--- src/hdl/ground_distance_from_group_path_defines.svh ---
// ----------------------------------------------------------------------------
// Ground distance from group path - assertion macros
// Concurrent assertion helpers used by the top-level RTL.
// ----------------------------------------------------------------------------
`ifndef GROUND_DISTANCE_FROM_GROUP_PATH_DEFINES_SVH
`define GROUND_DISTANCE_FROM_GROUP_PATH_DEFINES_SVH

// same-cycle implication
`define GDGP_ASSERT_IMP(label, clk, rst_n, ante, cons, msg) \
  label: assert property (@(posedge clk) disable iff (!rst_n) (ante) |-> (cons)) \
    else $error(msg);

// next-cycle implication
`define GDGP_ASSERT_NXT(label, clk, rst_n, ante, cons, msg) \
  label: assert property (@(posedge clk) disable iff (!rst_n) (ante) |=> (cons)) \
    else $error(msg);

`endif

--- src/hdl/gdgp_pkg.sv ---
// ----------------------------------------------------------------------------
// gdgp_pkg
// Widths, reset values, codes and shared types of the ground distance block.
// ----------------------------------------------------------------------------
package gdgp_pkg;

  localparam int unsigned PATH_W     = 16;
  localparam int unsigned FREQ_W     = 16;
  localparam int unsigned DIST_W     = 16;
  localparam int unsigned STAT_W     = 2;
  localparam int unsigned RCOEF_W    = 22;
  localparam int unsigned OFFS_W     = 16;
  localparam int unsigned DCOEF_W    = 16;
  localparam int unsigned CFG_IDX_W  = 2;
  localparam int unsigned CFG_DATA_W = 22;
  localparam int unsigned RAW_W      = 24;
  localparam int unsigned FIFO_DEPTH = 4;

  localparam logic [RCOEF_W-1:0] RCOEF_RST = 22'd2655891;
  localparam logic [OFFS_W-1:0]  OFFS_RST  = 16'd208;
  localparam logic [DCOEF_W-1:0] DCOEF_RST = 16'd37954;

  typedef enum logic [STAT_W-1:0] {
    STAT_OK       = 2'd0,
    STAT_NO_PATH  = 2'd1,
    STAT_DIV_ZERO = 2'd2
  } gdgp_status_t;

  typedef enum logic [CFG_IDX_W-1:0] {
    CFG_RANGE_COEFF    = 2'd0,
    CFG_FREQ_OFFSET    = 2'd1,
    CFG_DISTANCE_COEFF = 2'd2
  } gdgp_cfg_idx_t;

  typedef struct packed {
    logic [RCOEF_W-1:0] range_coeff;
    logic [OFFS_W-1:0]  freq_offset;
    logic [DCOEF_W-1:0] distance_coeff;
  } gdgp_cfg_t;

  typedef struct packed {
    logic [PATH_W-1:0] group_path;
    logic [FREQ_W-1:0] sounding_freq;
    logic [FREQ_W-1:0] critical_freq;
    logic [RAW_W-1:0]  raw;
    gdgp_status_t      status;
  } gdgp_item_t;

  typedef struct packed {
    logic full;
    logic empty;
  } gdgp_qstat_t;

endpackage

--- src/hdl/gdgp_if.sv ---
// ----------------------------------------------------------------------------
// gdgp_if
// Valid/ready channels for echoes in and ground distance results out.
// ----------------------------------------------------------------------------
interface gdgp_in_if;
  import gdgp_pkg::*;
  logic              valid;
  logic              ready;
  logic [PATH_W-1:0] group_path;
  logic [FREQ_W-1:0] sounding_freq;
  modport source (output valid, output group_path, output sounding_freq, input ready);
  modport sink (input valid, input group_path, input sounding_freq, output ready);
endinterface


--- src/hdl/gdgp_div.sv ---
// ----------------------------------------------------------------------------
// gdgp_div
// Pipelined restoring divider, one quotient bit per stage, with sideband.
// ----------------------------------------------------------------------------
module gdgp_div #(
  parameter int unsigned NUM_W  = 30,
  parameter int unsigned DEN_W  = 16,
  parameter int unsigned SIDE_W = 32
) (
  input  logic              clk,
  input  logic              rst_n,
  input  logic              en,
  input  logic              in_valid,
  input  logic [NUM_W-1:0]  num,
  input  logic [DEN_W-1:0]  den,
  input  logic [SIDE_W-1:0] side_in,
  output logic              out_valid,
  output logic [NUM_W-1:0]  quo,
  output logic [SIDE_W-1:0] side_out
);

  logic              vld_r  [NUM_W];
  logic [NUM_W-1:0]  nq_r   [NUM_W];
  logic [DEN_W-1:0]  rem_r  [NUM_W];
  logic [DEN_W-1:0]  den_r  [NUM_W];
  logic [SIDE_W-1:0] side_r [NUM_W];

  for (genvar s = 0; s < NUM_W; s++) begin : g_stage
    logic              vld_i;
    logic [NUM_W-1:0]  nq_i;
    logic [DEN_W-1:0]  rem_i;
    logic [DEN_W-1:0]  den_i;
    logic [SIDE_W-1:0] side_i;
    logic [DEN_W:0]    trial;
    logic [DEN_W:0]    diff;
    logic              take;

    if (s == 0) begin : g_first
      assign vld_i  = in_valid;
      assign nq_i   = num;
      assign rem_i  = '0;
      assign den_i  = den;
      assign side_i = side_in;
    end else begin : g_next
      assign vld_i  = vld_r[s-1];
      assign nq_i   = nq_r[s-1];
      assign rem_i  = rem_r[s-1];
      assign den_i  = den_r[s-1];
      assign side_i = side_r[s-1];
    end

    assign trial = {rem_i, nq_i[NUM_W-1]};
    assign diff  = trial - {1'b0, den_i};
    assign take  = trial >= {1'b0, den_i};

    always_ff @(posedge clk) begin
      if (!rst_n) begin
        vld_r[s] <= 1'b0;
      end else if (en) begin
        vld_r[s] <= vld_i;
      end
    end

    always_ff @(posedge clk) begin
      if (en) begin
        rem_r[s]  <= take ? diff[DEN_W-1:0] : trial[DEN_W-1:0];
        nq_r[s]   <= {nq_i[NUM_W-2:0], take};
        den_r[s]  <= den_i;
        side_r[s] <= side_i;
      end
    end
  end

  assign out_valid = vld_r[NUM_W-1];
  assign quo       = nq_r[NUM_W-1];
  assign side_out  = side_r[NUM_W-1];

endmodule

--- src/hdl/gdgp_front.sv ---
// ----------------------------------------------------------------------------
// gdgp_front
// Accepts echoes, estimates the critical frequency and classifies errors.
// ----------------------------------------------------------------------------
module gdgp_front (
  input  logic                  clk,
  input  logic                  rst_n,
  gdgp_in_if.sink               in_ch,
  input  gdgp_pkg::gdgp_cfg_t   cfg,
  input  gdgp_pkg::gdgp_qstat_t qstat,
  output logic                  push,
  output gdgp_pkg::gdgp_item_t  item
);
  import gdgp_pkg::*;

  localparam int unsigned PROD_W = RCOEF_W + FREQ_W;
  localparam int unsigned PRE_SH = 8;
  localparam int unsigned QUO_W  = PROD_W - PRE_SH;
  localparam int unsigned SIDE_W = PATH_W + FREQ_W;

  logic              en;
  logic [PROD_W-1:0] prod;
  logic              vld_r;
  logic [PROD_W-1:0] prod_r;
  logic [PATH_W-1:0] path_r;
  logic [FREQ_W-1:0] freq_r;
  logic              div_vld;
  logic [QUO_W-1:0]  quo;
  logic [SIDE_W-1:0] side;
  logic [PATH_W-1:0] path;
  logic [FREQ_W-1:0] freq;
  logic [QUO_W:0]    raw;

  assign en          = !(div_vld && qstat.full);
  assign in_ch.ready = en;
  assign prod        = {{FREQ_W{1'b0}}, cfg.range_coeff} * {{RCOEF_W{1'b0}}, in_ch.sounding_freq};

  always_ff @(posedge clk) begin
    if (!rst_n) begin
      vld_r <= 1'b0;
    end else if (en) begin
      vld_r <= in_ch.valid;
    end
  end

  always_ff @(posedge clk) begin
    if (en) begin
      prod_r <= prod;
      path_r <= in_ch.group_path;
      freq_r <= in_ch.sounding_freq;
    end
  end

  gdgp_div #(
    .NUM_W  (QUO_W),
    .DEN_W  (PATH_W),
    .SIDE_W (SIDE_W)
  ) u_div (
    .clk       (clk),
    .rst_n     (rst_n),
    .en        (en),
    .in_valid  (vld_r),
    .num       (prod_r[PROD_W-1:PRE_SH]),
    .den       (path_r),
    .side_in   ({path_r, freq_r}),
    .out_valid (div_vld),
    .quo       (quo),
    .side_out  (side)
  );

  assign path = side[SIDE_W-1:FREQ_W];
  assign freq = side[FREQ_W-1:0];
  assign raw  = {1'b0, quo} + {{(QUO_W + 1 - OFFS_W){1'b0}}, cfg.freq_offset};
  assign push = div_vld && !qstat.full;

  always_comb begin
    item.group_path    = path;
    item.sounding_freq = freq;
    item.critical_freq = (raw[QUO_W:FREQ_W] != '0) ? '1 : raw[FREQ_W-1:0];
    item.raw           = (cfg.distance_coeff == '0) ? '0 : raw[RAW_W-1:0];
    if (path == '0) begin
      item.critical_freq = '1;
      item.status        = STAT_DIV_ZERO;
    end else if (freq == '0) begin
      item.status = STAT_DIV_ZERO;
    end else if (cfg.distance_coeff != '0 && raw[QUO_W:RAW_W] != '0) begin
      item.status = STAT_NO_PATH;
    end else begin
      item.status = STAT_OK;
    end
  end

endmodule

--- src/flat_wrapper.sv ---
// flat-port wrapper written by rule: the top's interface ports become plain ports
module gdgp_front_flat import gdgp_pkg::*;
  (clk, rst_n, cfg, qstat, push, item, in_ch_valid, in_ch_group_path, in_ch_sounding_freq, in_ch_ready);
  gdgp_in_if in_ch_i ();
  input  logic clk;
  input  logic rst_n;
  input  gdgp_pkg::gdgp_cfg_t cfg;
  input  gdgp_pkg::gdgp_qstat_t qstat;
  output logic push;
  output gdgp_pkg::gdgp_item_t item;
  input wire logic [$bits(in_ch_i.valid)-1:0] in_ch_valid;
  input wire logic [$bits(in_ch_i.group_path)-1:0] in_ch_group_path;
  input wire logic [$bits(in_ch_i.sounding_freq)-1:0] in_ch_sounding_freq;
  output wire logic [$bits(in_ch_i.ready)-1:0] in_ch_ready;
  assign in_ch_i.valid = in_ch_valid;
  assign in_ch_i.group_path = in_ch_group_path;
  assign in_ch_i.sounding_freq = in_ch_sounding_freq;
  assign in_ch_ready = in_ch_i.ready;
  gdgp_front u_core (.clk(clk), .rst_n(rst_n), .in_ch(in_ch_i), .cfg(cfg), .qstat(qstat), .push(push), .item(item));
endmodule
--- config.mk ---
export PLATFORM = sky130hd
export DESIGN_NAME = gdgp_front_flat
export DESIGN_NICKNAME = d
export VERILOG_FILES = /design/src/hdl/ground_distance_from_group_path_defines.svh /design/src/hdl/gdgp_pkg.sv /design/src/hdl/gdgp_if.sv /design/src/hdl/gdgp_div.sv /design/src/hdl/gdgp_front.sv /design/src/flat_wrapper.sv
export SDC_FILE = /design/constraint.sdc
export NUM_CORES = 2
export LEC_CHECK = 0
export BUFFER_PORTS_ARGS = -buffer_cell sky130_fd_sc_hd__buf_2
export CORE_ASPECT_RATIO = 0.9
export CORE_MARGIN = 5
export CORE_UTILIZATION = 40
export DETAILED_ROUTE_END_ITERATION = 16
export SYNTH_ARGS = -nofsm -noshare
export SYNTH_HDL_FRONTEND = slang
export SYNTH_SLANG_ARGS = --single-unit
--- constraint.sdc ---
create_clock -name clk -period 150.2 [get_ports clk]
set_input_delay 0 -clock clk [delete_from_list [all_inputs] [get_ports clk]]
set_output_delay 0 -clock clk [all_outputs]
set_load 0.1 [all_outputs]
# Yosys cells after proc, flatten, opt, wreduce, memory -nomap -nowiden
# Memories as Yosys holds them, arrays and structs flattened.
# Index checks and enable logic that the tools add are counted.
totals:
  wordCells: 182
  ramBits: 2850
  ff_bits: 71
  n_memories: 5
  inputBits: 91
op_classes:
  n_addsub: 31
  bitwise_logic: 30
  mux: 70
  reduce_logical: 11
  multipliers: 1
  n_lt_le_gt_ge: 30
memory_table:
  columns: ["memory", "depth", "word_bits", "rd", "rd_ports_with_merged_regs", "wr", "line_no", "text"]
  rows:
  - ["u_core.u_div.side_r", 30, 32, 30, 0, 30, "gdgp_div.sv:26", "logic [SIDE_W-1:0] side_r [NUM_W];"]
  - ["u_core.u_div.nq_r", 30, 30, 30, 0, 30, "gdgp_div.sv:23", "logic [NUM_W-1:0] nq_r [NUM_W];"]
  - ["u_core.u_div.den_r", 30, 16, 29, 0, 30, "gdgp_div.sv:25", "logic [DEN_W-1:0] den_r [NUM_W];"]
  - ["u_core.u_div.rem_r", 30, 16, 29, 0, 30, "gdgp_div.sv:24", "logic [DEN_W-1:0] rem_r [NUM_W];"]
  - ["u_core.u_div.vld_r", 30, 1, 30, 0, 30, "gdgp_div.sv:22", "logic vld_r [NUM_W];"]
ops:
  columns: ["cell", "count"]
  rows:
  - ["$mux 16", 32]
  - ["$ge 17x16->1", 29]
  - ["$sub 16x16->16", 29]
  - ["$logic_not 16->1", 3]
  - ["$mul 22x16->38", 1]
  - ["$mux 1", 35]
  - ["$add 30x16->31", 1]
  - ["$or 1x1->1", 30]
  - ["$mux 24", 1]
  - ["$ge 1x16->1", 1]
  - ["$reduce_bool 16->1", 1]
  - ["$sub 1x16->16", 1]
  - ["$reduce_bool 15->1", 1]
  - ["$reduce_bool 7->1", 1]
  - ["$mux 2", 2]
  - ["$logic_and 1x1->1", 3]
  - ["$logic_not 1->1", 2]

# Depth between registers and ports, before layout
# An unclocked memory read counts as a cell.
depth:
  word_depth: 7
  ltp_mapped: 24
  mapped_depth_nobuf: 23

# By module
# From an unflattened synthesis, not the netlist that was laid out.
unflattened:
  cells_unflattened: 8521
  hier_area_um2: 126722.8
by_module_without_submodules:
  columns: ["module", "n_inst", "cells_per_inst", "seq_area_each_um2", "area_per_inst_um2"]
  rows:
  - ["gdgp_div", 1, 6914, 84611.1, 112014.9]
  - ["gdgp_front", 1, 1607, 1881.8, 14707.9]

# Worst setup path after synthesis
# OpenSTA, ideal clock, no wires.
synth_path:
  path_type: "flip-flop to flip-flop"
  start: "mem u_core.u_div.vld_r[29][0], in the netlist u_core.u_div.vld_r[7][1]"
  end: "mem u_core.u_div.vld_r[0][0], data pin"
  path_slack_ns: 79.654
  stages_incl_launch_ff: 4
  n_path_buf: 1
  period_less_slack_ns: 70.546
  t_arrival_ns: 70.102
  setup_time_ns: 0.444
  cell_sequence: "edfxtp_1 -> nand2_1 -> clkbuf_1 -> and3_1"
synth_rtl:
  columns: ["item", "line_no"]
  rows:
  - ["from (decl)", "gdgp_div.sv:22"]

# Worst setup path in the final report
layout_path:
  start: "in in_ch_sounding_freq[9]"
  end: "reg u_core.prod_r[37], data pin"
layout_via:
  elab_chain_cells: 1
layout_rtl:
  columns: ["item", "line_no", "text"]
  rows:
  - ["from (decl)", "flat_wrapper.sv:13", "input wire logic [$bits(in_ch_i.sounding_freq)-1:0] in_ch_sounding_freq;"]
  - ["$mul 22x16->38", "gdgp_front.sv:36", "assign prod = {{FREQ_W{1'b0}}, cfg.range_coeff} * {{RCOEF_W{1'b0}}, in_ch.sounding_freq};"]
  - ["via u_core.prod[37]", "gdgp_front.sv:22", "logic [PROD_W-1:0] prod;"]
  - ["to (signal assigned)", "gdgp_front.sv:48", "prod_r <= prod;"]
  - ["to (decl)", "gdgp_front.sv:24", "logic [PROD_W-1:0] prod_r;"]
# The timed path passes the listed nets, and every way through them passes these cells.
# A chain may end at the register's enable or synchronous reset.

==> run metrics <==
status finished, final reports clean; Critical Path Sink Type flip-flop; Final Setup Violations 0; Die Span X around 570 µm; clock buffer count from CTS about 250; Post-CTS Hold Buffers 55; Area Growth Syn to Fin 12.3%; count of final max-slew check failures 0; CTS H-tree depth 4; max capacitance violation total 0; Max FO, Critical Path 23; Routed Antenna Nets 0; initial antenna violation count 4; via count roughly 60000; Multi-input gate area roughly 35000 µm²; setup bufs post-CTS 0; Area after DPL around 120000 µm²; most frequent cells in the layout edfxtp_1 (2415), inv_1 (957), ha_1 (589); CP max stage cell or4_1; Slowest Stage Delay on Critical Path roughly 0.67 ns; design area between 100000 and 150000 µm²; clock skew between 0.06 and 0.07 ns; clock tree root buffer cell clkbuf_16; Net Switching approximately 0.85 mW; most common cell after layout, fill and taps aside edfxtp_1; IO buf count about 170; final worst path period share 0.0456; Initial Util 0.401; sequential power share 0.405; Reg area about 73000 µm²; total gr overflow 0; post_cts resized 0; core box area 278000 µm²; vias in the first global route roughly 61000; Yosys cell types 69; NumNets Final about 9100; GP Congestion 0.879; total power 2.56 mW; required time of the critical path about 150 ns; Worst-Skew Late Latency between 0.9 and 1 ns; gr usage total 0.132; critical path, cell by cell dlygate4sd3_1, buf_2, nand2_1, fa_1, inv_1, fa_1, inv_1, fa_1, inv_1, fa_1, inv_1, fa_1, inv_1, fa_1, ha_1, o211ai_1, or2_2, o2111a_1, or4_1, a41oi_1, o21a_1, o21ai_1, a211oi_1; Ys Warns 0; CTS tree done; largest net degree at the start of global routing around 210; register area share after synthesis 0.651; FP Rows roughly 180; FFs w/ async S/R, synth 0; Worst Hold Class primary input to flip-flop; initial drt markers about 4000; clock slew at reported path FFs 0.06 ns; global-route wire length before repair 318 mm; Avg Cell Area, Syn 14.5 µm²; CP top delay family adder cells; share of cells above drive strength 1 0.103; Critical Path Start Type primary input; CTS Sinks between 2000 and 2500; maximum buffer depth of the clock tree 4; Util after Layout 0.450; residual DRC count 0; Setup TNS 0 ns; Hold Fails Final Rpt 0; internal power about 1.7 mW; WL/cell around 16 µm; relative slew slack 0.187; VDD IR max 0.0000211 V; Via density roughly 4.9; Mapped Nets 8702; unrepaired setup endpoints after global routing false; Critical Path Most Common Cell fa_1; Lkg Pwr slightly above 50 nW; post-detail-place hpwl between 100 and 150 mm; cell area after synthesis about 110000 µm²; EDFF count, synth approximately 2400; CP arrival roughly 7.5 ns; Synth Register Bits between 2000 and 2500; Vert. Die Dim slightly above 500 µm; routed wire length roughly 190 mm; Slew @ Worst Pin 1.20 ns; top_reg_cell synth edfxtp_1; Comb power frac 0.363; Buf+Inv Stages, Crit Path 7; fillers around 24000; cell count after synthesis between 7000 and 8000; Net Sw Frac 0.332; die area 290000 µm²; Fmax 0.146 GHz; Crit Path Class primary input to flip-flop; Final Critical Period between 6 and 7 ns; DRT Pass-1 Iters 7; I/O pin count about 170; Clock Power Share 0.232; pwr/cell area 20.4 nW/µm²
-- Yosys cell counts, types with 32 or more instances --
| cell | number | area share |
|---|---|---|
| ha_1 | 589 | 0.066 |
| nor2_1 | 332 | 0.011 |
| mux2_2 | 226 | 0.023 |
| nand4_1 | 98 | 0.0055 |
| o21a_1 | 145 | 0.0098 |
| and3_1 | 61 | 0.0034 |
| nor2b_1 | 101 | 0.0057 |
| nand3_1 | 125 | 0.0056 |
| inv_1 | 957 | 0.032 |
| edfxtp_1 | 2415 | 0.65 |
| nor3_1 | 60 | 0.0027 |
| a21o_1 | 61 | 0.0041 |
| and2_1 | 183 | 0.010 |
| o21ai_0 | 217 | 0.0097 |
| nor4_1 | 47 | 0.0026 |
| xor2_1 | 115 | 0.0090 |
| o31ai_1 | 66 | 0.0044 |
| clkbuf_1 | 83 | 0.0028 |
| a21boi_0 | 62 | 0.0042 |
| mux2i_1 | 42 | 0.0038 |
| a21oi_1 | 268 | 0.012 |
| nand2b_1 | 77 | 0.0043 |
| fa_1 | 306 | 0.055 |
| buf_2 | 40 | 0.0018 |
| a31oi_1 | 32 | 0.0018 |
| a21bo_2 | 37 | 0.0033 |
| or3_1 | 52 | 0.0029 |
| nand2_1 | 402 | 0.014 |
| xnor2_1 | 229 | 0.018 |
-- stage by stage --
stage | setup slack, ns | hold slack, ns | instances
after global routing | 143.05 | 0.150 | 12015
final | 143.35 | 0.206 | 12016
after detailed placement | 143.02 | 0.178 | 11507
after global placement | 143.08 | 0.177 | 11507
after CTS | 143.45 | 0.0910 | 12014
after floorplan | 79.65 | 0.0989 | 7716
-- sequential cells by signal (all words and copies together), names as in the netlist --
signal / count
u_core.u_div.rem_r: 464
u_core.u_div.side_r: 587
u_core.u_div.nq_r: 900
u_core.u_div.den_r: 373
u_core.u_div.vld_r: 30
u_core.prod_r: 30
u_core.freq_r: 16
u_core.vld_r: 1
u_core.path_r: 16
-- cells by family after synthesis --
group           share of synthesized area
xor+xnor                           0.0270
buf+inv                            0.0380
mux                                0.0266
flops                               0.651
simple gates                       0.0704
fa+ha+maj                           0.121
compound gates                     0.0664
-- area by class of cell --
type	count	area share
Antenna cell	2	0.0000399
Sequential cell	2417	0.579
Timing Repair Buffer	267	0.0143
Tap cell	3720	0.0371
Clock buffer	291	0.0513
Clock inverter	161	0.0121
Multi-Input combinational cell	4200	0.277
Inverter	958	0.0287
-- power groups by stage --
stage | combinational, mW | sequential, mW | clock (mW)
after floorplan | 0.725 | 1.02 | 0
after global placement | 0.898 | 1.04 | 0
after detailed placement | 0.921 | 1.05 | 0
after CTS | 0.929 | 1.04 | 0.615
after global routing | 1.04 | 1.05 | 0.643
final | 0.927 | 1.03 | 0.594
-- metal layers --
metal / GRT usage / vias to the layer above / share of wire
met1: 0.182 / 28929 / 0.46
met5: 0 / - / 0
met3: 0.0212 / 388 / 0.049
li1: - / 28676 / -
met2: 0.215 / 1285 / 0.46
met4: 0.0398 / 0 / 0.028
-- worst paths after layout --
kind	startpoint	endpoint	slack [ns]	depth (start not counted)
setup / recovery	in_ch_sounding_freq[9]	u_core.prod_r[37]$_DFFE_PN_	143.35	23
hold / removal	in_ch_sounding_freq[15]	u_core.freq_r[15]$_DFFE_PN_	0.21	2
setup reg to reg	u_core.u_div.vld_r[7][1]$_DFFE_PP_	u_core.u_div.nq_r[5][100]$_DFFE_PN_	143.74	7
hold reg to reg	u_core.u_div.side_r[4][98]$_DFFE_PN_	u_core.u_div.side_r[5][2]$_DFFE_PN_	0.38	0
-- worst register-to-register path, stage by stage (launching register included) --
cell and delay, ns:
edfxtp_1 0.49, nand2_4 0.53, buf_4 0.77, buf_4 0.89
buf_4 0.74, buf_4 0.82, buf_12 0.72, buf_4 1.08
Note: power is estimated with default switching activity, not from simulation.
