[config.mk]
export PLATFORM = sky130hd
export DESIGN_NAME = gdgp_fifo
export DESIGN_NICKNAME = d
export VERILOG_FILES = /design/src/hdl/ground_distance_from_group_path_defines.svh /design/src/hdl/gdgp_pkg.sv /design/src/hdl/gdgp_fifo.sv
export SDC_FILE = /design/constraint.sdc
export NUM_CORES = 1
export LEC_CHECK = 0
export ABC_AREA = 0
export BUFFER_PORTS_ARGS = -buffer_cell sky130_fd_sc_hd__buf_2
export CAP_MARGIN = 10
export CORE_ASPECT_RATIO = 0.8
export CORE_MARGIN = 3
export CORE_UTILIZATION = 40
export CTS_CLUSTER_DIAMETER = 120
export DETAILED_ROUTE_END_ITERATION = 8
export PLACE_DENSITY = 0.67
export REMOVE_ABC_BUFFERS = 1
export SLEW_MARGIN = 20
export SYNTH_ARGS = -nofsm -noshare
export SYNTH_HDL_FRONTEND = slang
export SYNTH_SLANG_ARGS = --single-unit
[constraint.sdc]
create_clock -name clk -period 5.3 [get_ports clk]
set_clock_uncertainty 0.15 [all_clocks]
set_input_delay 1.06 -clock clk [delete_from_list [all_inputs] [get_ports clk]]
set_output_delay 1.06 -clock clk [all_outputs]
set_load 0.005 [all_outputs]
[src/hdl/ground_distance_from_group_path_defines.svh]
// ----------------------------------------------------------------------------
// Ground distance from group path - assertion macros
// Concurrent assertion helpers used by the top-level RTL.
// ----------------------------------------------------------------------------
`ifndef GROUND_DISTANCE_FROM_GROUP_PATH_DEFINES_SVH
`define GROUND_DISTANCE_FROM_GROUP_PATH_DEFINES_SVH

// same-cycle implication
`define GDGP_ASSERT_IMP(label, clk, rst_n, ante, cons, msg) \
  label: assert property (@(posedge clk) disable iff (!rst_n) (ante) |-> (cons)) \
    else $error(msg);

// next-cycle implication
`define GDGP_ASSERT_NXT(label, clk, rst_n, ante, cons, msg) \
  label: assert property (@(posedge clk) disable iff (!rst_n) (ante) |=> (cons)) \
    else $error(msg);

`endif

[src/hdl/gdgp_pkg.sv]
// ----------------------------------------------------------------------------
// gdgp_pkg
// Widths, reset values, codes and shared types of the ground distance block.
// ----------------------------------------------------------------------------
package gdgp_pkg;

  localparam int unsigned PATH_W     = 16;
  localparam int unsigned FREQ_W     = 16;
  localparam int unsigned DIST_W     = 16;
  localparam int unsigned STAT_W     = 2;
  localparam int unsigned RCOEF_W    = 22;
  localparam int unsigned OFFS_W     = 16;
  localparam int unsigned DCOEF_W    = 16;
  localparam int unsigned CFG_IDX_W  = 2;
  localparam int unsigned CFG_DATA_W = 22;
  localparam int unsigned RAW_W      = 24;
  localparam int unsigned FIFO_DEPTH = 4;

  localparam logic [RCOEF_W-1:0] RCOEF_RST = 22'd2655891;
  localparam logic [OFFS_W-1:0]  OFFS_RST  = 16'd208;
  localparam logic [DCOEF_W-1:0] DCOEF_RST = 16'd37954;

  typedef enum logic [STAT_W-1:0] {
    STAT_OK       = 2'd0,
    STAT_NO_PATH  = 2'd1,
    STAT_DIV_ZERO = 2'd2
  } gdgp_status_t;

  typedef enum logic [CFG_IDX_W-1:0] {
    CFG_RANGE_COEFF    = 2'd0,
    CFG_FREQ_OFFSET    = 2'd1,
    CFG_DISTANCE_COEFF = 2'd2
  } gdgp_cfg_idx_t;

  typedef struct packed {
    logic [RCOEF_W-1:0] range_coeff;
    logic [OFFS_W-1:0]  freq_offset;
    logic [DCOEF_W-1:0] distance_coeff;
  } gdgp_cfg_t;

  typedef struct packed {
    logic [PATH_W-1:0] group_path;
    logic [FREQ_W-1:0] sounding_freq;
    logic [FREQ_W-1:0] critical_freq;
    logic [RAW_W-1:0]  raw;
    gdgp_status_t      status;
  } gdgp_item_t;

  typedef struct packed {
    logic full;
    logic empty;
  } gdgp_qstat_t;

endpackage

[src/hdl/gdgp_fifo.sv]
// ----------------------------------------------------------------------------
// gdgp_fifo
// Short queue of classified echoes between the front and back pipelines.
// ----------------------------------------------------------------------------
module gdgp_fifo #(
  parameter int unsigned DEPTH = 4
) (
  input  logic                  clk,
  input  logic                  rst_n,
  input  logic                  push,
  input  gdgp_pkg::gdgp_item_t  wr_item,
  input  logic                  pop,
  output gdgp_pkg::gdgp_item_t  rd_item,
  output gdgp_pkg::gdgp_qstat_t qstat
);
  import gdgp_pkg::*;

  localparam int unsigned PTR_W = (DEPTH > 1) ? $clog2(DEPTH) : 1;
  localparam int unsigned CNT_W = $clog2(DEPTH + 1);

  gdgp_item_t       mem_r [DEPTH];
  logic [PTR_W-1:0] wr_ptr_r;
  logic [PTR_W-1:0] rd_ptr_r;
  logic [CNT_W-1:0] cnt_r;
  logic [CNT_W-1:0] cnt_nxt;

  always_comb begin
    cnt_nxt = cnt_r;
    case ({push, pop})
      2'b10:   cnt_nxt = cnt_r + 1'b1;
      2'b01:   cnt_nxt = cnt_r - 1'b1;
      default: cnt_nxt = cnt_r;
    endcase
  end

  always_ff @(posedge clk) begin
    if (!rst_n) begin
      wr_ptr_r <= '0;
      rd_ptr_r <= '0;
      cnt_r    <= '0;
    end else begin
      cnt_r <= cnt_nxt;
      if (push) begin
        wr_ptr_r <= (wr_ptr_r == PTR_W'(DEPTH - 1)) ? '0 : wr_ptr_r + 1'b1;
      end
      if (pop) begin
        rd_ptr_r <= (rd_ptr_r == PTR_W'(DEPTH - 1)) ? '0 : rd_ptr_r + 1'b1;
      end
    end
  end

  always_ff @(posedge clk) begin
    if (push) begin
      mem_r[wr_ptr_r] <= wr_item;
    end
  end

  assign rd_item     = mem_r[rd_ptr_r];
  assign qstat.full  = (cnt_r == CNT_W'(DEPTH));
  assign qstat.empty = (cnt_r == '0);

endmodule

-- After elaboration in Yosys (flattened, before gate mapping)
Memory sizes are Yosys's and may differ from the RTL's. A register that Yosys moved wholly into a read port is not among the register bits.
Cells that the tools add are included.
- multiplexer cells: 7
- reductions and logical operators: 2
- eq/ne operators: 5
- add/sub/neg operators: 4
- operators with widths (operator ; count):
    2-bit two-way mux ; 4
    2-bit equality test (second input constant) ; 3
    3-bit one-hot mux with 2 select lines ; 1
    2-bit by 1-bit adder with 2-bit output (second input constant) ; 2
    3-bit by 1-bit adder with 3-bit output (second input constant) ; 1
    3-bit equality test (second input constant) ; 1
    3-bit zero test ; 1
    3-bit by 1-bit subtractor with 3-bit output (second input constant) ; 1
    2-bit by 1-bit equality test with 1-bit output (second input constant) ; 1
    1-bit two-way mux ; 2
    2-bit nonzero test ; 1
- bits in registers: 7
- memories: 1
- memory bits (writable): 296
- logic and storage cells: 22
- input port bits: 78
- output and inout bits: 76
- memory list (memory ; words ; width ; rd ports ; clocked after memory_dff ; wr ports ; RTL line ; RTL):
    mem_r ; 4 ; 74 ; 1 ; 1 ; 1 ; gdgp_fifo.sv:21 ; gdgp_item_t mem_r [DEPTH];

-- Logic depth before layout (Yosys ltp)
Gate-level depths: netlist of the first run.
- depth after elaboration: 4
- mapped depth: 7
- mapped depth without buffers: 7

-- Least setup slack after synthesis of the first run
OpenSTA, ideal clock, no wires.
- kind: input port to flip-flop
- from: in push
- to: mem mem_r[0][0] in the netlist's numbering (enable)
- slack: 1.921 ns
- setup time: 0.440 ns
- arrival time: 2.789 ns
- stages: 1
- data required time: 4.710 ns
- cells stage by stage: and2_1
- cells in the longest elaborated chain, start to end: 2
- ends and longest elaborated chain (element ; RTL line ; RTL):
    start, declared ; gdgp_fifo.sv:10 ; input logic push,
    1-bit two-way mux ; gdgp_fifo.sv:53 ; if (push) begin
    1-bit two-way mux (implied by the code) ; gdgp_fifo.sv:54 ; mem_r[wr_ptr_r] <= wr_item;
    end, declared ; gdgp_fifo.sv:21 ;
Every way passes these cells.

==> impl_metrics.ini, run 1 <==
[status]
run_status = complete, no violations

[floorplan]
dieArea_mm2 = 0.0299
boundaryPins = 154
placeableCoreArea_mm2 = 0.0269
die_y_um = 155
die_width_um = 193
num_rows = 53
start_util_pct = 41.5

[drt]
final_routed_wirelength_across_all_metal_layers_um = 20000
viasPerCell = 5.06
drtPass1Iterations = 4
drc = 0
num_vias = 5013
wire_per_inst_um = 20.2
route.antenna.remaining_nets = 0
drt_iter0_drc = 309

[synthesis]
seq_area_frac_synth_pct = 81.4
yosys_most_used_dff = edfxtp_1
most_common_cell_in_the_netlist = edfxtp_1
post-synth-top-area-fraction_pct = 79.8
instance_count_of_the_mapped_netlist = 433
ys.warnings.count = 0
synthesis.area_per_instance_um2 = 25.7
synth.distinct_cells = 24
asyncSetResetFlopFracSynth_pct = 0
synth_enable_flop_cells = 296
synth_common_cells = edfxtp_1 (296), mux4_2 (74), dfxtp_1 (9)
netlist_top_cells_area = edfxtp_1 (80%), mux4_2 (15%), dfxtp_1 (1.6%), buf_6 (0.71%), ha_1 (0.67%)
synth_area_mm2 = 0.0111
yosysTopAreaCell = edfxtp_1
flip_flop_and_latch_count_after_synthesis = 305

[setup_path]
worstPathArrival_ns = 2.51
cp_cell_sequence = buf_12 -> mux4_2 -> buf_2
crit_path_start_kind = flop
cp_max_stage_delay_ns = 0.80
setup.worst_path.end_class = output port
path_max_fanout = 42
worst-endpoint-required_ns = 4.09
worst-setup-path-type = reg -> out
cp_slowest_cell = dfxtp_4

[sta]
setup_total_negative_slack_ns = 0
postLayoutSetupSlackWorst_ns = 1.58
rsz0062_at_grt = no
tightestPinTransition_ns = 0.804
period_needed_ns = 3.72
clock.fmax_mhz = 269
final_slew_viol_count = 0
worst_slew_margin_relative_to_its_limit_pct = 46.4
final.period_utilization_pct = 70.3
finalHoldViolations = 0
report.final.setup_viol = 0

[global_route]
grt_max_degree = 75
antenna_found_initial = 2
wire_length_of_the_first_global_routing_pass_um = 31100
grtUsageTotal_pct = 13.5
first_global_vias = 5449
grt_overflow_total = 0

[place]
placement.setup.worst_slack_ns = 2.03
dp_cells = 932
gp_congestion = 0.705
hpwlAfterDp_um = 12100
io_buffers = 153

[pwr]
power.density_cell_area_mw_per_mm2 = 393
power.static_leakage_nw = 4.45
ir_drop_uv = 269

[clock_tree]
cts_hold_buffers = 0
cts.clk_slew.worst_paths_ns = 0.06
cts_buffers = 30
clockBufferDepth = 3
ctsHtreeMaxLevel = 1
ctsResizeCount = 0
cts_num_sinks = 305
clk-insertion-delay-late_ns = 0.54
cts.repair_timing.setup_buffer_count = 0
tritoncts = yes
buffer_cell_driving_the_clock_tree_root = clkbuf_16

[finish]
synthToLayoutAreaGrowth_pct = 19.3
final_cells = 990
nNetsFinal = 693
drive_above_1_share_pct = 44.8
final.fill_count = 2159

[min_path]
timing.hold.worst.class = reg -> reg

[flow_run]
drv.max_cap_violation_count = 0
-- critical path: cells and delay by family (launching register included) --
kind	cells	cell delay [ns]
buffers and inverters	2	0.55
DFF	1	0.80
muxes	1	0.59
-- cell families after synthesis --
kind of cell,synth area share [%]
XOR/XNOR,0.157
adder cells (fa/ha/maj),0.853
buffers and inverters,1.32
AND/OR/NAND/NOR,0.887
AO/OA/AOI/OAI,0.269
multiplexers,15.1
flip-flops,81.4
-- cell usage in the layout, fill, tap and decap left out --
cell and count:
or3_1 1, a21boi_0 1, ha_1 6, xnor2_1 1, nand2_1 1, bufinv_16 3, clkinvlp_4 1, diode_2 1
o21ai_0 2, xor2_1 1, nor3_1 1, clkinv_2 7, and2_1 2, buf_2 153, dfxtp_4 2, clkbuf_16 31
dfxtp_1 7, mux2i_1 2, buf_12 2, clkbuf_1 4, nor3b_1 2, inv_8 1, clkinv_1 8, o21a_1 1
clkinv_4 1, mux4_2 74, a21oi_1 1, buf_4 4, edfxtp_1 296, nor2b_1 4, and3_1 1, inv_1 6
fa_1 1, and2_4 4
-- final cells by class --
cell class              count  area [um2]  share of cell area, %
well taps                 357         447                   3.36
inverters                   6        22.5                  0.169
clock buffers              35         791                   5.95
repair buffers            159         836                   6.29
multi-input cells         106        1940                   14.6
diodes                      1        2.50                 0.0188
clock inverters            21         183                   1.37
flip-flops and latches    305        9080                   68.3
-- power breakdown --
part / internal [mW] / leakage, nW / switching, mW
Sequential: 2.75 / 2.79 / 0.0413
Combinational: 0.192 / 1.18 / 0.185
Clock: 1.21 / 0.479 / 0.849
Total: 4.15 / 4.45 / 1.08
-- metrics by stage --
stage / total power [mW] / util, % / instance area (um2) / hold slack, ns
after floorplan: 3.04 / - / 11000 / 0.323
after global placement: 3.21 / 45.8 / 12300 / 0.333
after detailed placement: 3.23 / 45.8 / 12300 / 0.367
after CTS: 5.31 / 49.4 / 13300 / 0.375
after global routing: 5.45 / 49.5 / 13300 / 0.433
final: 5.23 / 49.5 / 13300 / 0.378
-- final timing paths --
kind | from | to | slack (ns) | cells past startpoint
max | flop | rd_item[29] | 1.58 | 3
min | cnt_r[2] | cnt_r[2] | 0.38 | 2
max reg2reg | wr_ptr_r[0] | mem_r[3][4] | 2.96 | 3
min reg2reg | cnt_r[2] | cnt_r[2] | 0.38 | 2
-- metal layers --
metal	wire, um	up-vias	track usage [%]
li1	-	2204	-
met1	8500	2613	18.9
met2	9580	160	21.4
met3	1520	32	3.67
met4	401	4	2.91
met5	23	-	0
-- flip-flops by register name, summed over array words and instances, names as in the netlist, named ones only --
| register | flops |
|---|---|
| cnt_r | 3 |
| mem_r | 296 |
| rd_ptr_r | 2 |
| wr_ptr_r | 2 |
No activity file was read; power rests on OpenSTA's default activity.
==> run 2: changes to the inputs <==
clock period = 3.5 ns   (was 5.3 ns; I/O delays follow)
==> impl_metrics.ini, run 2 (synthesized netlist as in run 1, its figures left out) <==
[status]
run_status = complete, no violations

[finish]
fin_util_pct = 49.5
nNetsFinal = 704
synthToLayoutAreaGrowth_pct = 19.3
largest_reg_flops = 296
top_register = mem_r
layout.cell_area.non_filler_mm2 = 0.0133
top_regs = mem_r x296, cnt_r x3
drive_above_1_share_pct = 45.1
layout_common_cells = edfxtp_1 (296), buf_2 (153), mux4_2 (74)
layout.cells.most_common = edfxtp_1

[floorplan]
die_y_um = 155
start_util_pct = 41.5
boundaryPins = 154
num_rows = 53
placeableCoreArea_mm2 = 0.0269
dieArea_mm2 = 0.0299
die_width_um = 193

[clock_tree]
buffer_cell_driving_the_clock_tree_root = clkbuf_16
cts.clk_slew.worst_paths_ns = 0.06
clockBufferDepth = 3
ctsResizeCount = 0
clk-insertion-delay-late_ns = 0.54
cts_num_sinks = 305
cts.repair_timing.setup_buffer_count = 0
cts_buffers = 30
tritoncts = yes
cts_hold_buffers = 0
ctsHtreeMaxLevel = 1

[pwr]
combinationalPowerShare_pct = 7.8
sequentialPowerShare_pct = 55.1
share_clk_of_total_power_pct = 37.2
ir_drop_uv = 448
internal_power_mw = 6.08
power.switching_mw = 1.59
power.density_cell_area_mw_per_mm2 = 577
power.switching_fraction_pct = 20.7
power.static_leakage_nw = 4.47

[global_route]
antenna_found_initial = 5
grt_overflow_total = 0
first_global_vias = 5528
grt_max_degree = 38
grtUsageTotal_pct = 14.2
wire_length_of_the_first_global_routing_pass_um = 32500

[sta]
final_slew_viol_count = 0
rsz0062_at_grt = no
period_needed_ns = 3.06
postLayoutSetupSlackWorst_ns = 0.437
worst_slew_margin_relative_to_its_limit_pct = 58.9
clock.fmax_mhz = 327
tightestPinTransition_ns = 0.616
report.final.setup_viol = 0
final.period_utilization_pct = 87.5
finalHoldViolations = 0

[setup_path]
rrSetupSlack_ns = 1.51
path_max_fanout = 22
worstPathArrival_ns = 2.21
reg2regPathDepth = 3
worst-endpoint-required_ns = 2.65
setup.worst_path.end_class = output port
worst-setup-path-type = reg -> out
crit_path_start_kind = flop

[place]
gp_congestion = 0.712
placement.setup.worst_slack_ns = 0.953
io_buffers = 153
hpwlAfterDp_um = 13700
place_area_mm2 = 0.0124

[drt]
viasPerCell = 5.12
wire_per_inst_um = 21.3
drt_iter0_drc = 240
route.antenna.remaining_nets = 0
final_routed_wirelength_across_all_metal_layers_um = 21300
drc = 0
drtPass1Iterations = 4
num_vias = 5113

[flow_run]
drv.max_cap_violation_count = 0

[min_path]
timing.hold.worst.class = in -> reg
depth_of_the_worst_hold_timing_path = 1
==> run 2: cell count changes in the layout (fill, tap and decap cells not counted) <==
| cell | before | now |
|---|---|---|
| bufinv_16 | 3 | 0 |
| buf_12 | 2 | 3 |
| inv_8 | 1 | 0 |
| clkinvlp_4 | 1 | 0 |
| clkinv_1 | 8 | 4 |
| clkbuf_1 | 4 | 11 |
| buf_4 | 4 | 14 |
==> run 2: per-stage QoR <==
step                setup TNS (ns)  hold slack (ns)  cells  power [mW]
finish                           0            0.225    999        7.67
CTS                              0            0.197    998        7.76
global placement                 0            0.336    944        4.88
global route                     0            0.196    998        7.98
detailed placement               0            0.401    944        4.91
floorplan                   -84.14            0.323    417        4.61
==> run 2: power by group through the flow <==
stage	Clock [mW]	Sequential, mW	Combinational [mW]
2_1_floorplan	0	4.32	0.294
3_3_place_gp	0	4.29	0.590
3_5_place_dp	0	4.30	0.609
4_1_cts	2.92	4.23	0.611
5_1_grt	3.09	4.24	0.653
6_report	2.85	4.22	0.595
==> run 2: path summary, 6_finish.rpt <==
check                    from      endpoint
setup reg to reg  wr_ptr_r[0]  mem_r[3][55]
setup / recovery         flop   rd_item[68]
hold / removal    wr_item[32]  mem_r[2][32]
hold reg to reg   rd_ptr_r[1]          flop
==> run 2: area by class of cell <==
cell class,instances,area [um2]
fillers,2144,13600
repair buffers,170,931
flip-flops and latches,305,9080
well taps,357,447
inverters,6,22.5
diodes,1,2.50
multi-input cells,106,1940
clock buffers,42,817
clock inverters,12,58.8
==> run 2: worst max-delay path: stages (launching register included) <==
cell     delay, ns
dfxtp_4       0.63
buf_4         0.33
mux4_2        0.54
buf_2         0.15
==> run 2: routing by layer <==
layer  routed length, um  global-route usage (%)  share of wire [%]  up-vias
li1                    -                       -                  -     2226
met1                8680                    18.6                 41     2661
met2               10200                    23.6                 48      175
met3                1950                    4.60                9.2       41
met4                 388                    3.05                1.8       10
met5                  61                       0               0.29        -
==> run 3: changes to the inputs <==
CORE_UTILIZATION = 34   (was 40)
PLACE_DENSITY = 0.6   (was 0.67)
==> impl_metrics.ini, run 3 (synthesized netlist as in run 1, its figures left out) <==
[finish]
insertedDiodeCount = 0
layout_common_cells = edfxtp_1 (296), buf_2 (153), mux4_2 (74)
drive_above_1_share_pct = 44.3
layout.cells.most_common = edfxtp_1
nNetsFinal = 697
top_regs = mem_r x296, cnt_r x3
layout.cell_area.non_filler_mm2 = 0.0135
synthToLayoutAreaGrowth_pct = 21.1
largest_reg_flops = 296
fin_util_pct = 42.3
top_register = mem_r

[setup_path]
cp_slowest_cell = dfxtp_4
reg2regPathDepth = 3
setup.worst_path.end_class = output port
path_max_fanout = 39
worst-endpoint-required_ns = 2.65
worstPathArrival_ns = 2.17
rrSetupSlack_ns = 1.52
cp_cell_sequence = buf_12 -> mux4_2 -> buf_2
cp_max_stage_delay_ns = 0.73
crit_path_start_kind = flop
worst-setup-path-type = reg -> out

[clock_tree]
buffer_cell_driving_the_clock_tree_root = clkbuf_16
cts.clk_slew.worst_paths_ns = 0.06
cts_buffers = 31
clk-insertion-delay-late_ns = 0.55
ctsResizeCount = 0
tritoncts = yes
cts_num_sinks = 305
clockBufferDepth = 3
cts_hold_buffers = 0
cts.repair_timing.setup_buffer_count = 0
ctsHtreeMaxLevel = 1

[drt]
drtPass1Iterations = 6
route.antenna.remaining_nets = 0
wire_per_inst_um = 20.5
drt_iter0_drc = 224
viasPerCell = 4.77
num_vias = 5030
drc = 0
final_routed_wirelength_across_all_metal_layers_um = 21600

[sta]
finalHoldViolations = 0
rsz0062_at_grt = no
final_slew_viol_count = 0
clock.fmax_mhz = 331
worst_slew_margin_relative_to_its_limit_pct = 59.5
final.period_utilization_pct = 86.3
report.final.setup_viol = 0
tightestPinTransition_ns = 0.607
postLayoutSetupSlackWorst_ns = 0.478
period_needed_ns = 3.02

[status]
run_status = complete, no violations

[pwr]
power_mw = 8.07
ir_drop_uv = 430
power.static_leakage_nw = 4.50
power.density_cell_area_mw_per_mm2 = 598

[place]
gp_congestion = 0.670
place_area_mm2 = 0.0125
placement.setup.worst_slack_ns = 0.998
hpwlAfterDp_um = 13200
io_buffers = 153

[floorplan]
dieArea_mm2 = 0.0350
num_rows = 58
die_y_um = 168
die_width_um = 208
start_util_pct = 35.0
placeableCoreArea_mm2 = 0.0319
boundaryPins = 154

[global_route]
grt_max_degree = 41
wire_length_of_the_first_global_routing_pass_um = 33500
antenna_found_initial = 2
grt_overflow_total = 0
grtUsageTotal_pct = 12.4
first_global_vias = 5568

[flow_run]
drv.max_cap_violation_count = 0

[min_path]
depth_of_the_worst_hold_timing_path = 1
timing.hold.worst.class = in -> reg
==> run 3: per-stage QoR <==
step	instances	hold WS (ns)	TNS [ns]
floorplan	417	0.323	-84.14
global placement	999	0.335	0
detailed placement	999	0.353	0
CTS	1055	0.174	0
global route	1055	0.182	0
finish	1055	0.216	0
==> run 3: worst max-delay path: cells and delay by family (launching register included) <==
| kind | cells | cell delay (ns) |
|---|---|---|
| buf+inv | 2 | 0.49 |
| flops | 1 | 0.73 |
| mux | 1 | 0.37 |
==> run 3: per-layer routing <==
metal / part of all wire [%] / vias to the layer above / global-route usage, %
met5: 0.032 / - / 0
met4: 1.7 / 2 / 2.55
met3: 6.7 / 35 / 3.91
met2: 49 / 127 / 20.3
met1: 43 / 2656 / 16.5
li1: - / 2210 / -
==> run 3: area by class of cell <==
class | instances | area (um2)
clock buffer | 39 | 806
clock inverter | 17 | 203
fill | 2779 | 18400
inverter | 6 | 22.5
multi-input combinational | 106 | 1940
sequential | 305 | 9080
tap | 420 | 526
timing repair buffer | 162 | 921
==> run 3: final timing paths <==
path                             startpoint      endpoint
worst max register to register  wr_ptr_r[0]  mem_r[1][20]
worst min-delay path            wr_item[19]  mem_r[2][19]
worst max-delay path                   flop   rd_item[44]
worst min register to register     cnt_r[2]      cnt_r[2]
==> run 3: where the power goes <==
group | internal, mW | total, mW | switching (mW)
logic | 0.300 | 0.604 | 0.303
registers | 4.16 | 4.21 | 0.0485
clock network | 1.98 | 3.26 | 1.28
